**config.mk**
```make
export PLATFORM = sky130hd
export DESIGN_NAME = aolq_cell
export DESIGN_NICKNAME = d
export VERILOG_FILES = /design/src/hw/rtl/aolq_pkg.sv /design/src/hw/rtl/aolq_cell.sv
export SDC_FILE = /design/constraint.sdc
export NUM_CORES = 1
export LEC_CHECK = 0
export BUFFER_PORTS_ARGS = -buffer_cell sky130_fd_sc_hd__buf_4
export CELL_PAD_IN_SITES_DETAIL_PLACEMENT = 0
export CELL_PAD_IN_SITES_GLOBAL_PLACEMENT = 1
export CORE_MARGIN = 4
export CORE_UTILIZATION = 36
export CTS_BUF_LIST = sky130_fd_sc_hd__clkbuf_8 sky130_fd_sc_hd__clkbuf_16
export DETAILED_ROUTE_END_ITERATION = 16
export GPL_TIMING_DRIVEN = 0
export HOLD_SLACK_MARGIN = 0.02
export PLACE_DENSITY = 0.82
export REMOVE_ABC_BUFFERS = 1
export SYNTH_ARGS = -nofsm -noshare
export SYNTH_HDL_FRONTEND = slang
export SYNTH_SLANG_ARGS = --single-unit
export TNS_END_PERCENT = 50
```
**constraint.sdc**
```tcl
create_clock -name clk -period 4.5 [get_ports clk]
set_clock_uncertainty 0.1 [all_clocks]
set_input_delay 0.225 -clock clk [delete_from_list [all_inputs] [get_ports clk]]
set_output_delay 0.225 -clock clk [all_outputs]
set_load 0.02 [all_outputs]
```
**src/hw/rtl/aolq_pkg.sv**
```systemverilog
// shared types and codes for the a-star open list queue
package aolq_pkg;

	// fixed field widths
	localparam int COST_BITS   = 16;
	localparam int OPCODE_BITS = 2;
	localparam int STATUS_BITS = 2;

	// opcodes
	localparam logic [OPCODE_BITS-1:0] OP_PUSH   = 2'd0;
	localparam logic [OPCODE_BITS-1:0] OP_POP    = 2'd1;
	localparam logic [OPCODE_BITS-1:0] OP_UPDATE = 2'd2;

	// status codes
	localparam logic [STATUS_BITS-1:0] ST_OK          = 2'd0;
	localparam logic [STATUS_BITS-1:0] ST_POP_EMPTY   = 2'd1;
	localparam logic [STATUS_BITS-1:0] ST_PUSH_FULL   = 2'd2;
	localparam logic [STATUS_BITS-1:0] ST_ID_ABSENT   = 2'd3;

	// register indexes
	localparam logic REG_TARGET_X = 1'b0;
	localparam logic REG_TARGET_Y = 1'b1;

	// per-cell control for one cycle
	typedef struct packed {
		logic insert_en;  // sorted insert of the broadcast word
		logic remove_en;  // take the right neighbor's word
	} cell_ctrl_t;

endpackage

```
**src/hw/rtl/aolq_cell.sv**
```systemverilog
// one cell of the sorted chain: holds one key/id word
module aolq_cell
	import aolq_pkg::*;
#(
	parameter int KEY_BITS = 17,
	parameter int ID_BITS  = 16
) (
	input  logic                clk,
	input  cell_ctrl_t          ctrl,
	input  logic                occupied,
	input  logic [KEY_BITS-1:0] new_key,
	input  logic [ID_BITS-1:0]  new_id,
	input  logic [KEY_BITS-1:0] left_key,
	input  logic [ID_BITS-1:0]  left_id,
	input  logic                left_lt,
	input  logic [KEY_BITS-1:0] right_key,
	input  logic [ID_BITS-1:0]  right_id,
	output logic [KEY_BITS-1:0] key,
	output logic [ID_BITS-1:0]  id,
	output logic                lt,
	output logic                match
);

	logic [KEY_BITS-1:0] key_q;
	logic [ID_BITS-1:0]  id_q;

	// compare against the broadcast word
	assign lt    = occupied && (key_q < new_key);
	assign match = occupied && (id_q == new_id);
	assign key   = key_q;
	assign id    = id_q;

	// stay, take the new word, or shift from a neighbor
	always_ff @(posedge clk) begin
		if (ctrl.insert_en && !lt) begin
			if (left_lt) begin
				key_q <= new_key;
				id_q  <= new_id;
			end else begin
				key_q <= left_key;
				id_q  <= left_id;
			end
		end else if (ctrl.remove_en) begin
			key_q <= right_key;
			id_q  <= right_id;
		end
	end

endmodule

```
==> impl_metrics.py <==
metrics = {
    "clock_network": {
        "clock_tree.buffer_depth": 2,
        "clk_pin_slew_ns": 0.07,
        "clockRootBuffer": "clkbuf_8",
        "ctsResizeCount": 0,
        "cts_buffers": 5,
        "cts_hold_buffers": 0,
        "post_cts_buffers": 0,
        "cts_tree": "built",
        "h-tree-depth": 2,
        "clock_latency_ns": 0.29,
        "clock-sinks": 33,
    },
    "logic_synthesis": {
        "synth_common_cells": "37 x mux2_2, 33 x edfxtp_1, 29 x mux2_4",
        "syn_area_um2": 2500,
        "yosysMostFrequentCell": "mux2_2",
        "ys_seq_area_frac": 0.397,
        "postSynthCellCount": 190,
        "async_reset_ff_frac": 0,
        "synth_edf_count": 33,
        "yosys_warnings": 0,
        "synth_cell_type_count": 23,
        "synth.avg_cell_area_um2": 13.2,
        "ys_seq_elements": 33,
        "yosys.area.top_type_share": 0.397,
        "synth_top_area_cell": "edfxtp_1",
        "synthFlopType": "edfxtp_1",
        "synth_area_leaders": "edfxtp_1 40%, mux2_4 17%, mux2_2 17%, ha_1 8.0%, xnor2_1 4.2%",
    },
    "timing": {
        "timing.hold.ws_ns": 0.134,
        "maxSlewViolCount": 0,
        "period_share": 0.761,
        "period_minus_slack_ns": 3.42,
        "fmax_mhz": 292,
        "setup_violations": 0,
        "grt_setup_unrepaired": "false",
        "worst_pin_slew_ns": 0.842,
        "max_slew_margin": 0.439,
        "hold_viol_final": 0,
        "layout_setup_ws_ns": 1.08,
    },
    "die": {
        "dieArea_um2": 8340,
        "start_util": 0.370,
        "dieWidth_um": 91.3,
        "core.rowCount": 30,
        "io_pins": 139,
        "die_h_um": 91.3,
        "core_um2": 6760,
    },
    "routing": {
        "routed_wl_mm": 6.50,
        "via_per_inst": 4.77,
        "wl_met3_um": 490,
        "drtIter0Drc": 53,
        "postRouteAntennaNets": 0,
        "wl_per_cell_um": 15.9,
        "drcViolationCount": 0,
        "met1_length_mm": 2.45,
        "vias": 1949,
        "drtPass1Iterations": 4,
        "dr.max_layer_used": "met4",
        "met2_length_mm": 3.50,
    },
    "final_layout": {
        "fin_area_um2": 3690,
        "antenna_cells": 0,
        "utilization": 0.546,
        "syn_to_final_growth_pct": 47.7,
        "fill_cells": 622,
        "nets": 449,
        "drive_above_1_share": 0.647,
        "layout.cells.non_filler": 409,
    },
    "placement": {
        "dpl_cell_area_um2": 3610,
        "dp_hpwl_mm": 5.15,
        "port_buffers": 138,
        "place_ws_ns": 0.976,
        "dpl.cell_count": 402,
        "gp_congestion": 0.762,
    },
    "grt": {
        "globalRouteTotalUtil": 0.158,
        "grt_pass1_vias": 2168,
        "grt_start_max_net_pins": 34,
        "grt_pass1_wl_mm": 10.4,
        "grt_overflow_total": 0,
        "antenna_found_initial": 0,
    },
    "worst_setup_path": {
        "path_max_fanout": 33,
        "crit_type": "flop to flop",
        "cp-end-kind": "flop",
        "worstPathRequired_ns": 4.32,
        "worstPathArrival_ns": 3.24,
        "startpoint_type": "flop",
    },
    "pwr": {
        "ir_worst_vdd_v": 0.000162,
        "p_leak_nw": 1.73,
        "powerDensity_nw_per_um2": 272,
    },
    "run_status": {
        "outcome": "finished, final reports clean",
    },
    "flow_run": {
        "cap_violations": 0,
    },
    "worst_hold_path": {
        "worstHoldPathType": "input port to flop",
    },
}
flip-flops by register name (all words and copies together) (netlist names):
signal,cells
key,17
id,16
cell families after synthesis:
kind of cell               Yosys count  share of synthesized area
AOI/OAI and AO/OA                   14                     0.0366
xor gates and xnor gates            16                     0.0561
adders and majority gates           16                     0.0801
buffers and inverters               26                     0.0481
DFF                                 33                      0.397
muxes                               66                      0.341
and+or+nand+nor                     19                     0.0416
area by class of cell:
type | instances | area [um^2] | area share
multi-input cells | 131 | 1400 | 0.378
repair buffers | 139 | 1060 | 0.286
clock buffers | 5 | 68.8 | 0.0187
flip-flops and latches | 33 | 991 | 0.269
clock inverters | 2 | 7.51 | 0.00203
well taps | 80 | 100 | 0.0271
inverters | 19 | 71.3 | 0.0193
critical path: stages (launching register included):
cell      delay, ns
edfxtp_1       0.39
ha_1           0.32
nand4_1        0.18
a211oi_1       0.25
a211oi_1       0.13
a21boi_4       0.67
buf_12         0.28
or2_2          0.70
power breakdown:
group	internal, mW	switching [mW]
clock	0.102	0.113
combinational	0.214	0.163
sequential	0.388	0.0221
total	0.705	0.298
layer usage:
metal,track usage,vias up
met2,0.300,75
li1,-,977
met1,0.166,890
met3,0.0539,7
met5,0,-
met4,0.0339,0
final timing paths:
| path | cells after the start | from | endpoint | slack, ns |
|---|---|---|---|---|
| max reg2reg | 7 | key[16] | key[7] | 1.08 |
| min | 2 | right_key[9] | key[9] | 0.13 |
| max | 7 | key[16] | key[7] | 1.08 |
| min reg2reg | 6 | key[5] | key[14] | 1.40 |
stage by stage:
stage	power, mW	TNS, ns
6_report	1.00	0
5_1_grt	1.07	0
4_1_cts	1.02	0
3_5_place_dp	0.802	0
3_3_place_gp	0.793	-8.68
2_1_floorplan	0.627	0
layout by cell type (no fill, tap or decap):
master / count
clkbuf_8: 5
a211oi_1: 4
or2_2: 1
o221ai_1: 1
nor2_1: 3
ha_1: 16
nand2_1: 3
buf_12: 1
buf_4: 138
edfxtp_1: 33
nand4_1: 6
xor2_1: 4
nor2b_1: 2
xnor2_1: 12
and2_2: 1
mux2_4: 29
a31oi_1: 1
inv_1: 20
a21boi_4: 1
o21ai_0: 4
clkinv_1: 1
a21oi_1: 3
nand3_1: 1
nor4_1: 2
mux2_2: 37
No activity file was read; power rests on OpenSTA's default activity.
