==> src/hw/rtl/aolq_prefix_or.sv <==
// parallel prefix or over the cell match flags (inclusive)
module aolq_prefix_or #(
	parameter int WIDTH = 64
) (
	input  logic [WIDTH-1:0] bits,
	output logic [WIDTH-1:0] prefix
);

	localparam int LEVELS = (WIDTH > 1) ? $clog2(WIDTH) : 1;

	logic [WIDTH-1:0] lvl [0:LEVELS];

	assign lvl[0] = bits;

	// log-depth combine, span doubles per level
	for (genvar l = 0; l < LEVELS; l++) begin : g_level
		for (genvar i = 0; i < WIDTH; i++) begin : g_bit
			if (i >= (1 << l)) begin : g_join
				assign lvl[l+1][i] = lvl[l][i] | lvl[l][i-(1<<l)];
			end else begin : g_pass
				assign lvl[l+1][i] = lvl[l][i];
			end
		end
	end

	assign prefix = lvl[LEVELS];

endmodule

==> config.mk <==
export PLATFORM = sky130hd
export DESIGN_NAME = aolq_prefix_or
export DESIGN_NICKNAME = d
export VERILOG_FILES = /design/src/hw/rtl/aolq_prefix_or.sv
export SDC_FILE = /design/constraint.sdc
export NUM_CORES = 1
export LEC_CHECK = 0
export ABC_CLOCK_PERIOD_IN_PS = 2000
export BUFFER_PORTS_ARGS = -buffer_cell sky130_fd_sc_hd__buf_2
export CAP_MARGIN = 20
export CORE_ASPECT_RATIO = 0.75
export CORE_MARGIN = 2
export CORE_UTILIZATION = 28
export DETAILED_ROUTE_END_ITERATION = 6
export PLACE_DENSITY = 0.84
export SLEW_MARGIN = 5
export SYNTH_ARGS = -nofsm -noshare
export SYNTH_HDL_FRONTEND = slang
export SYNTH_SLANG_ARGS = --single-unit
==> constraint.sdc <==
create_clock -name vclk -period 2
set_clock_uncertainty 0.05 [all_clocks]
set_input_delay 0.1 -clock vclk [all_inputs]
set_output_delay 0.1 -clock vclk [all_outputs]
set_load 0.01 [all_outputs]
==> results by group, run 1 <==
Die
  • Die height: 47.2 um
  • Core box area: 2330 um2
  • Cell Rows: 15
  • # IOs: 128
  • Die X: slightly above 60 um
  • Starting Density: 0.300
  • Die ar.: 2910 um2

Drt
  • DR pass1 iterations: 4
  • Wire length per cell: approximately 11 um
  • DRC Markers: 0
  • Vias per std cell: 4.73
  • Initial DRC count: 39
  • Final ANT Viol Nets: 0
  • Via count: 1382
  • Total detailed-routing wirelength: ~3300 um

GRT
  • Initial antenna violation count: 0
  • Number of global-route vias before repair: ~1000
  • Global-route wire length before repair: between 4000 and 5000 um
  • Largest net degree at the start of global routing: 14
  • Total grt overflow: 0
  • GRT Total Usage: 0.176

Critical path
  • Req. time, crit path: ~1900 ps
  • Crit-path max FO: 6
  • Crit end category: output port
  • CP endpoint: prefix[34]
  • Critical path launch point type: input port
  • Critical Path Start: bits[0]
  • CP Class: in -> out
  • CP arrival: roughly 1900 ps

STA
  • Slew HR: 0.601
  • Fin crit period: between 2000 and 2500 ps
  • Max-slew violation total from the final report: 0
  • Worst-margin pin slew: between 500 and 600 ps
  • Fin crit share: 1.05
  • Final setup fails: 11
  • Worst Slack Setup Final: -92.8 ps
  • RSZ-0062 raised after global routing: yes
  • Final hold vios: 0
  • Fmax: between 0.4 and 0.5 GHz

Placement
  • PortBufs: ~130
  • Final GP Congestion: 0.760
  • DP Wirelength: ~2800 um
  • Worst slack at placement: -98.4 ps

Outcome
  • Violated checks: setup timing
  • Outcome: finished with violations

Logic synthesis
  • Count leader, synth: nand2_1
  • Synth top area share: 0.102
  • Synth cell types: 25
  • Mapped Area: approximately 700 um2
  • Commonest cells in the synthesized netlist: nand2_1 (19), nor2_1 (17), nor3_1 (11), nand3_1 (10)
  • Register area share after synthesis: 0
  • Yosys warns: 0
  • Post-synth top area cell: nand2_1
  • Ranking of synthesized cells by area: nand2_1 (10%), nor2_1 (9.1%), nor4_1 (8.1%), or2_2 (8.1%), nor3_1 (7.9%)
  • Syn Inst Count: ~120
  • Mapped Avg Cell Area: roughly 5.8 um2
  • Mapped Nets: around 190

Finish
  • Area Growth Syn to Fin: 117%
  • Seq Cell Count: 0
  • # fillers: 248
  • Nets: between 300 and 400
  • Multi-input gate area: 703 um2
  • Share of layout cells above drive strength 1: 0.628
  • Sequential cell area: 0 um2
  • N_diodes: 0
  • Clock buf count: 0

Pwr
  • Worst VDD drop: 0.0391 mV
  • NetSw: ~57 uW
  • Leak Pwr: between 0.6 and 0.7 nW
  • Tot Pwr: 124 uW
  • Flop pwr share: 0
  • Pint: 67.1 uW
  • Power Density: between 80 and 90 nW/um2
  • Net Sw Frac: 0.458
  • Clock share of power: 0
  • Comb pwr share: 1.000

Run
  • Max Cap Viol: 0

Worst hold path
  • Min-Delay Path Class: in -> out
  • Min-Delay Path Depth: 2

Clock tree
  • CTS Hold Bufs: 0
placed cells by master, fill, tap and decap left out, types with 2 or more instances in the layout:
cell type / n
nand2_1: 18
or2_2: 8
nand2b_1: 6
nand3b_1: 6
nor2_1: 17
and4bb_2: 2
nand3_1: 9
inv_1: 5
nand4_1: 3
or3_1: 7
buf_6: 5
nor3_1: 10
buf_4: 9
buf_2: 125
and2_1: 2
nor4_1: 9
power by group through the flow:
stage | Clock [mW] | Sequential, mW | Combinational, mW
after floorplan | 0 | 0 | 0.0322
after global placement | 0 | 0 | 0.115
after detailed placement | 0 | 0 | 0.118
after CTS | 0 | 0 | 0.120
after global routing | 0 | 0 | 0.137
final | 0 | 0 | 0.124
routing by layer:
| layer | global-route usage | vias up | wire, um |
|---|---|---|---|
| met5 | 0 | - | 0 |
| met1 | 0.230 | 598 | 1350 |
| met2 | 0.339 | 63 | 1620 |
| met4 | 0 | 0 | 0 |
| li1 | - | 721 | - |
| met3 | 0.0138 | 0 | 278 |
worst max-delay path, stage by stage:
cell and delay, ps:
buf_6 100, or4_4 530, and4bb_2 380, nand4_4 130, or3_4 360, or2_1 210, buf_2 140
stage by stage:
stage | utilization | std cells | setup TNS, ps | cell area, um2 | hold WS, ps
finish | 0.652 | 292 | -417 | 1520 | 344
global route | 0.652 | 292 | -1590 | 1520 | 358
CTS | 0.631 | 291 | -276 | 1470 | 343
detailed placement | 0.618 | 290 | -1080 | 1440 | 382
global placement | 0.618 | 290 | -873 | 1440 | 377
floorplan | - | 121 | 0 | 698 | 242
logic make-up after synthesis:
kind of cell	count (synthesis)	share of synthesized area
AND/OR/NAND/NOR	112	0.943
buffers and inverters	9	0.0573
what timing repair did:
action	in CTS	in global routing
resized for setup	3	11
hold endpoints to repair	0	0
setup endpoints to repair	18	31
setup buffers	0	1
gates cloned	1	0
pin swaps	1	3
layout make-up:
cell class | instances | share of cell area
Timing Repair Buffer | 139 | 0.494
Inverter | 6 | 0.0148
Multi-Input combinational cell | 113 | 0.463
Tap cell | 34 | 0.0280
how the worst min path moves through the flow:
stage	slack (ps)	end	from
after detailed placement	380	prefix[0]	bits[0]
after global placement	380	prefix[0]	bits[0]
after floorplan	240	prefix[0]	bits[0]
final	340	prefix[0]	bits[0]
after CTS	340	prefix[0]	bits[0]
after global routing	360	prefix[0]	bits[0]
No activity file was read; power rests on OpenSTA's default activity.
==> inputs of run 2 (changes only) <==
Settings changed: SKIP_LAST_GASP set to 1.
==> results by group, run 2 (same netlist as run 1, synthesis figures left out) <==
Outcome
  • Outcome: finished with violations
  • Violated checks: setup timing

GRT
  • Initial antenna violation count: 0 (unchanged)
  • Global-route wire length before repair: 4080 um (unchanged)
  • Largest net degree at the start of global routing: 14 (unchanged)
  • Number of global-route vias before repair: 1017 (unchanged)
  • Total grt overflow: 0 (unchanged)
  • GRT Total Usage: 0.176 (unchanged)

STA
  • Final hold vios: 0 (unchanged)
  • RSZ-0062 raised after global routing: yes
  • Setup_tns: -428 ps (-11.5 ps)
  • Min Hold Slack: 344 ps (unchanged)
  • Fmax: 0.477 GHz (-0.16%)
  • Max-slew violation total from the final report: 0 (unchanged)
  • Worst-margin pin slew: 594 ps (unchanged)
  • Slew HR: 0.601 (unchanged)
  • Fin crit share: 1.05 (+0.00163)
  • Worst Slack Setup Final: -96.0 ps (-3.26 ps)
  • Fin crit period: 2100 ps (+3.26 ps)
  • Final setup fails: 11 (unchanged)

Die
  • Cell Rows: 15 (unchanged)
  • Die ar.: 2910 um2 (unchanged)
  • Die height: 47.2 um (unchanged)
  • Core box area: 2330 um2 (unchanged)
  • # IOs: 128 (unchanged)
  • Die X: 61.7 um (unchanged)
  • Starting Density: 0.300 (unchanged)

Critical path
  • Req. time, crit path: 1850 ps (about the same)
  • Max incr delay on CP: 530 ps (about the same)
  • CP arrival: 1950 ps (about the same)
  • Critical path launch point type: input port
  • Crit-path max FO: 6 (unchanged)
  • Buffers & Inverters on Critical Path: 2 (unchanged)
  • Delay-heaviest family, CP: simple AND/OR/NAND/NOR gates
  • Slowest stage cell, crit path: or4_4
  • Crit end category: output port
  • CP Class: in -> out
  • Worst-path cell chain: buf_6 > or4_4 > and4bb_2 > nand4_4 > or3_4 > or2_1 > buf_2

Drt
  • Wire length per cell: 10.9 um (-2.1%)
  • Final ANT Viol Nets: 0 (unchanged)
  • Via count: 1378 (-0.29%)
  • Vias per std cell: 4.72 (-0.29%)
  • Initial DRC count: 39 (unchanged)
  • Total detailed-routing wirelength: 3180 um (-2.1%)
  • DRC Markers: 0 (unchanged)
  • DR pass1 iterations: 4 (unchanged)

Finish
  • N_diodes: 0 (unchanged)
  • Sequential cell area: 0 um2 (unchanged)
  • Seq Cell Count: 0 (unchanged)
  • Area Growth Syn to Fin: 117%
  • Clock buf count: 0 (unchanged)
  • Most frequent cells in the layout: buf_2 (125), nand2_1 (18), nor2_1 (17)
  • Share of layout cells above drive strength 1: 0.624 (-0.00388)
  • Final Cell Area: 1520 um2 (-0.17%)
  • Nets: 324 (unchanged)
  • Most common cell after layout, fill and taps aside: buf_2

Clock tree
  • CTS Hold Bufs: 0 (unchanged)

Pwr
  • Power Density: 81.4 nW/um2 (-0.20%)
  • Worst VDD drop: 0.0391 mV (about the same)
  • Leak Pwr: 0.606 nW (about the same)

Placement
  • DP Wirelength: 2760 um (unchanged)
  • DP Area: 1440 um2 (unchanged)
  • Final GP Congestion: 0.760 (unchanged)
  • PortBufs: 128 (unchanged)

Worst hold path
  • Min-Delay Path Class: in -> out

Run
  • Max Cap Viol: 0 (unchanged)
==> run 2: changes by cell type in the layout (fill, tap and decap cells not counted) <==
cell	before	now
nor2b_1	0	1
nor2b_2	1	0
==> run 2: what timing repair did <==
item / in CTS / in global routing
gates cloned: 1 / 0
buffers inserted: 0 / 1
pin swaps: 1 / 3
setup endpoints to repair: 18 / 31
gates resized for setup: 3 / 10
==> run 2: layer usage <==
metal / wire length (um) / GRT usage / part of all wire / vias to the layer above
li1: - / - / - / 721
met1: 1360 / 0.230 / 0.43 / 596
met2: 1560 / 0.339 / 0.49 / 61
met3: 269 / 0.0138 / 0.085 / 0
met4: 0 / 0 / 0 / 0
met5: 0 / 0 / 0 / -
==> run 2: worst paths after layout <==
kind	slack [ps]	cells after the start	from	endpoint
setup / recovery	-100	7	bits[0]	prefix[34]
hold / removal	340	2	bits[0]	prefix[0]
==> run 2: area by class of cell <==
type / count / area, um2
inverter: 6 / 22.5
multi-input combinational: 113 / 701
tap: 34 / 42.5
timing repair buffer: 139 / 749
fill: 249 / 812
==> run 2: where the power goes <==
part | leakage, nW | internal [mW] | switching [mW]
sequential | 0 | 0 | 0
combinational | 0.606 | 0.0670 | 0.0564
clock | 0 | 0 | 0
total | 0.606 | 0.0670 | 0.0564
==> run 2: metrics by stage <==
step	worst slack, ps	power, mW	util	cells
after floorplan	17.6	0.0322	-	121
after global placement	-87.8	0.115	0.618	290
after detailed placement	-98.4	0.118	0.618	290
after CTS	-80.2	0.120	0.631	291
after global routing	-142	0.136	0.651	292
final	-96.0	0.123	0.651	292
==> inputs of run 3 (changes only) <==
--- a/config.mk
+++ b/config.mk
@@ -7,3 +7,3 @@
 export LEC_CHECK = 0
-export ABC_CLOCK_PERIOD_IN_PS = 2000
+export ABC_CLOCK_PERIOD_IN_PS = 2530
 export BUFFER_PORTS_ARGS = -buffer_cell sky130_fd_sc_hd__buf_2
@@ -12,5 +12,5 @@
 export CORE_MARGIN = 2
-export CORE_UTILIZATION = 28
+export CORE_UTILIZATION = 30
 export DETAILED_ROUTE_END_ITERATION = 6
-export PLACE_DENSITY = 0.84
+export PLACE_DENSITY = 0.9
 export SKIP_LAST_GASP = 1
==> constraint.sdc (replaced) <==
create_clock -name vclk -period 2.53
set_clock_uncertainty 0.05 [all_clocks]
set_input_delay 0 -clock vclk [all_inputs]
set_output_delay 0 -clock vclk [all_outputs]
set_load 0.01 [all_outputs]
==> results by group, run 3 (same netlist as run 1, synthesis figures left out) <==
STA
  • Slew HR: 0.635 (+0.0343)
  • Final hold vios: 0 (unchanged)
  • Fin crit share: 0.810
  • Setup_tns: 0 ps (+428 ps)
  • Worst-margin pin slew: 543 ps (-51.0 ps)
  • Worst Slack Setup Final: 482 ps (+578 ps)
  • RSZ-0062 raised after global routing: no
  • Max-slew violation total from the final report: 0 (unchanged)
  • Fmax: approximately 0.49 GHz
  • Final setup fails: 0 (-11)
  • Fin crit period: 2050 ps
  • Min Hold Slack: 175 ps (-169 ps)

GRT
  • Number of global-route vias before repair: 946 (-7.0%)
  • GRT Total Usage: 0.174 (-0.00207)
  • Largest net degree at the start of global routing: 14 (unchanged)
  • Total grt overflow: 0 (unchanged)
  • Initial antenna violation count: 0 (unchanged)
  • Global-route wire length before repair: 3920 um (-4.0%)

Critical path
  • Critical path launch point type: input port
  • Critical Path Start: bits[0]
  • Buffers & Inverters on Critical Path: 2 (unchanged)
  • Slowest stage cell, crit path: or4_4
  • Worst-path cell chain: buf_2 > or4_4 > and4bb_2 > nand4_4 > or3_4 > or2_1 > buf_2
  • Crit end category: output port
  • Req. time, crit path: 2480 ps (+630 ps)
  • Delay-heaviest family, CP: simple AND/OR/NAND/NOR gates
  • CP endpoint: prefix[34]
  • Max incr delay on CP: 540 ps (about the same)
  • CP arrival: 2000 ps (+50 ps)
  • Crit-path max FO: 9 (+3)
  • CP Class: in -> out
  • Dominant cell type by count on the critical path: buf_2
  • Worst path depth: 7 (unchanged)

Outcome
  • Outcome: finished clean

Finish
  • Area Growth Syn to Fin: 95.9%
  • Final Cell Area: 1370 um2 (-9.7%)
  • Seq Cell Count: 0 (unchanged)
  • # fillers: 225 (-9.6%)
  • Most frequent cells in the layout: buf_2 (128), nand2_1 (19), nor2_1 (17)
  • N_diodes: 0 (unchanged)
  • Clock buf count: 0 (unchanged)
  • Sequential cell area: 0 um2 (unchanged)
  • Post-Route Utilization: 0.607 (-0.0439)
  • Share of layout cells above drive strength 1: 0.589 (-0.0353)
  • Most common cell after layout, fill and taps aside: buf_2
  • Nets: 314 (-3.1%)

Clock tree
  • CTS Hold Bufs: 0 (unchanged)
  • Post_cts resized: 0 (-3)
  • # Post-CTS Setup Buffers: 0 (unchanged)

Placement
  • DP Area: 1370 um2 (-5.0%)
  • PortBufs: 128 (unchanged)
  • Final GP Congestion: 0.801 (+5.3%)
  • Worst slack at placement: 475 ps (+574 ps)
  • DP Wirelength: 2580 um (-6.8%)

Pwr
  • Worst VDD drop: 0.0270 mV (-31%)
  • Leak Pwr: 0.530 nW (-13%)
  • Power Density: 68.2 nW/um2 (-16%)

Drt
  • Total detailed-routing wirelength: 2860 um (-10%)
  • Final ANT Viol Nets: 0 (unchanged)
  • Wire length per cell: 10.5 um (-3.8%)
  • Vias per std cell: 4.83 (+2.4%)
  • DRC Markers: 0 (unchanged)
  • DR pass1 iterations: 4 (unchanged)
  • Via count: 1319 (-4.3%)
  • Initial DRC count: 55 (+41%)

Worst hold path
  • Min-delay src: bits[0]
  • Min-Delay Path Class: in -> out

Die
  • Die ar.: 2730 um2 (-6.2%)
  • Die height: 45.8 um (-3.1%)
  • # IOs: 128 (unchanged)
  • Die X: 59.7 um (-3.2%)
  • Cell Rows: 15 (unchanged)
  • Core box area: 2250 um2 (-3.2%)
  • Starting Density: 0.310 (+0.0100)

Run
  • Max Cap Viol: 0 (unchanged)
## run 3: stage by stage
stage	power, mW	std cells
after floorplan	0.0255	121
after global placement	0.0908	273
after detailed placement	0.0929	273
after CTS	0.0932	273
after global routing	0.104	273
final	0.0933	273
## run 3: worst min-delay path by stage
stage,to,slack [ps],depth (start not counted)
6_report,prefix[0],170,2
5_1_grt,prefix[0],190,2
4_1_cts,prefix[0],180,2
3_5_place_dp,prefix[0],180,2
3_3_place_gp,prefix[0],170,2
2_1_floorplan,prefix[0],40,1
## run 3: layer usage
layer  track usage  vias to the layer above  share of wire
met5             0                        -              0
met4       0.00444                        0              0
met3       0.00568                        0          0.081
met2         0.289                       61           0.49
met1         0.264                      563           0.43
li1              -                      695              -
## run 3: final cells by class
cell class / count / area (um2) / area share
inverters: 6 / 22.5 / 0.0165
multi-input cells: 112 / 658 / 0.481
well taps: 25 / 31.3 / 0.0229
repair buffers: 130 / 656 / 0.479
## run 3: power breakdown
| part | leakage [nW] | switching, mW | total, mW | internal (mW) |
|---|---|---|---|---|
| registers | 0 | 0 | 0 | 0 |
| clock network | 0 | 0 | 0 | 0 |
| logic | 0.530 | 0.0438 | 0.0933 | 0.0495 |
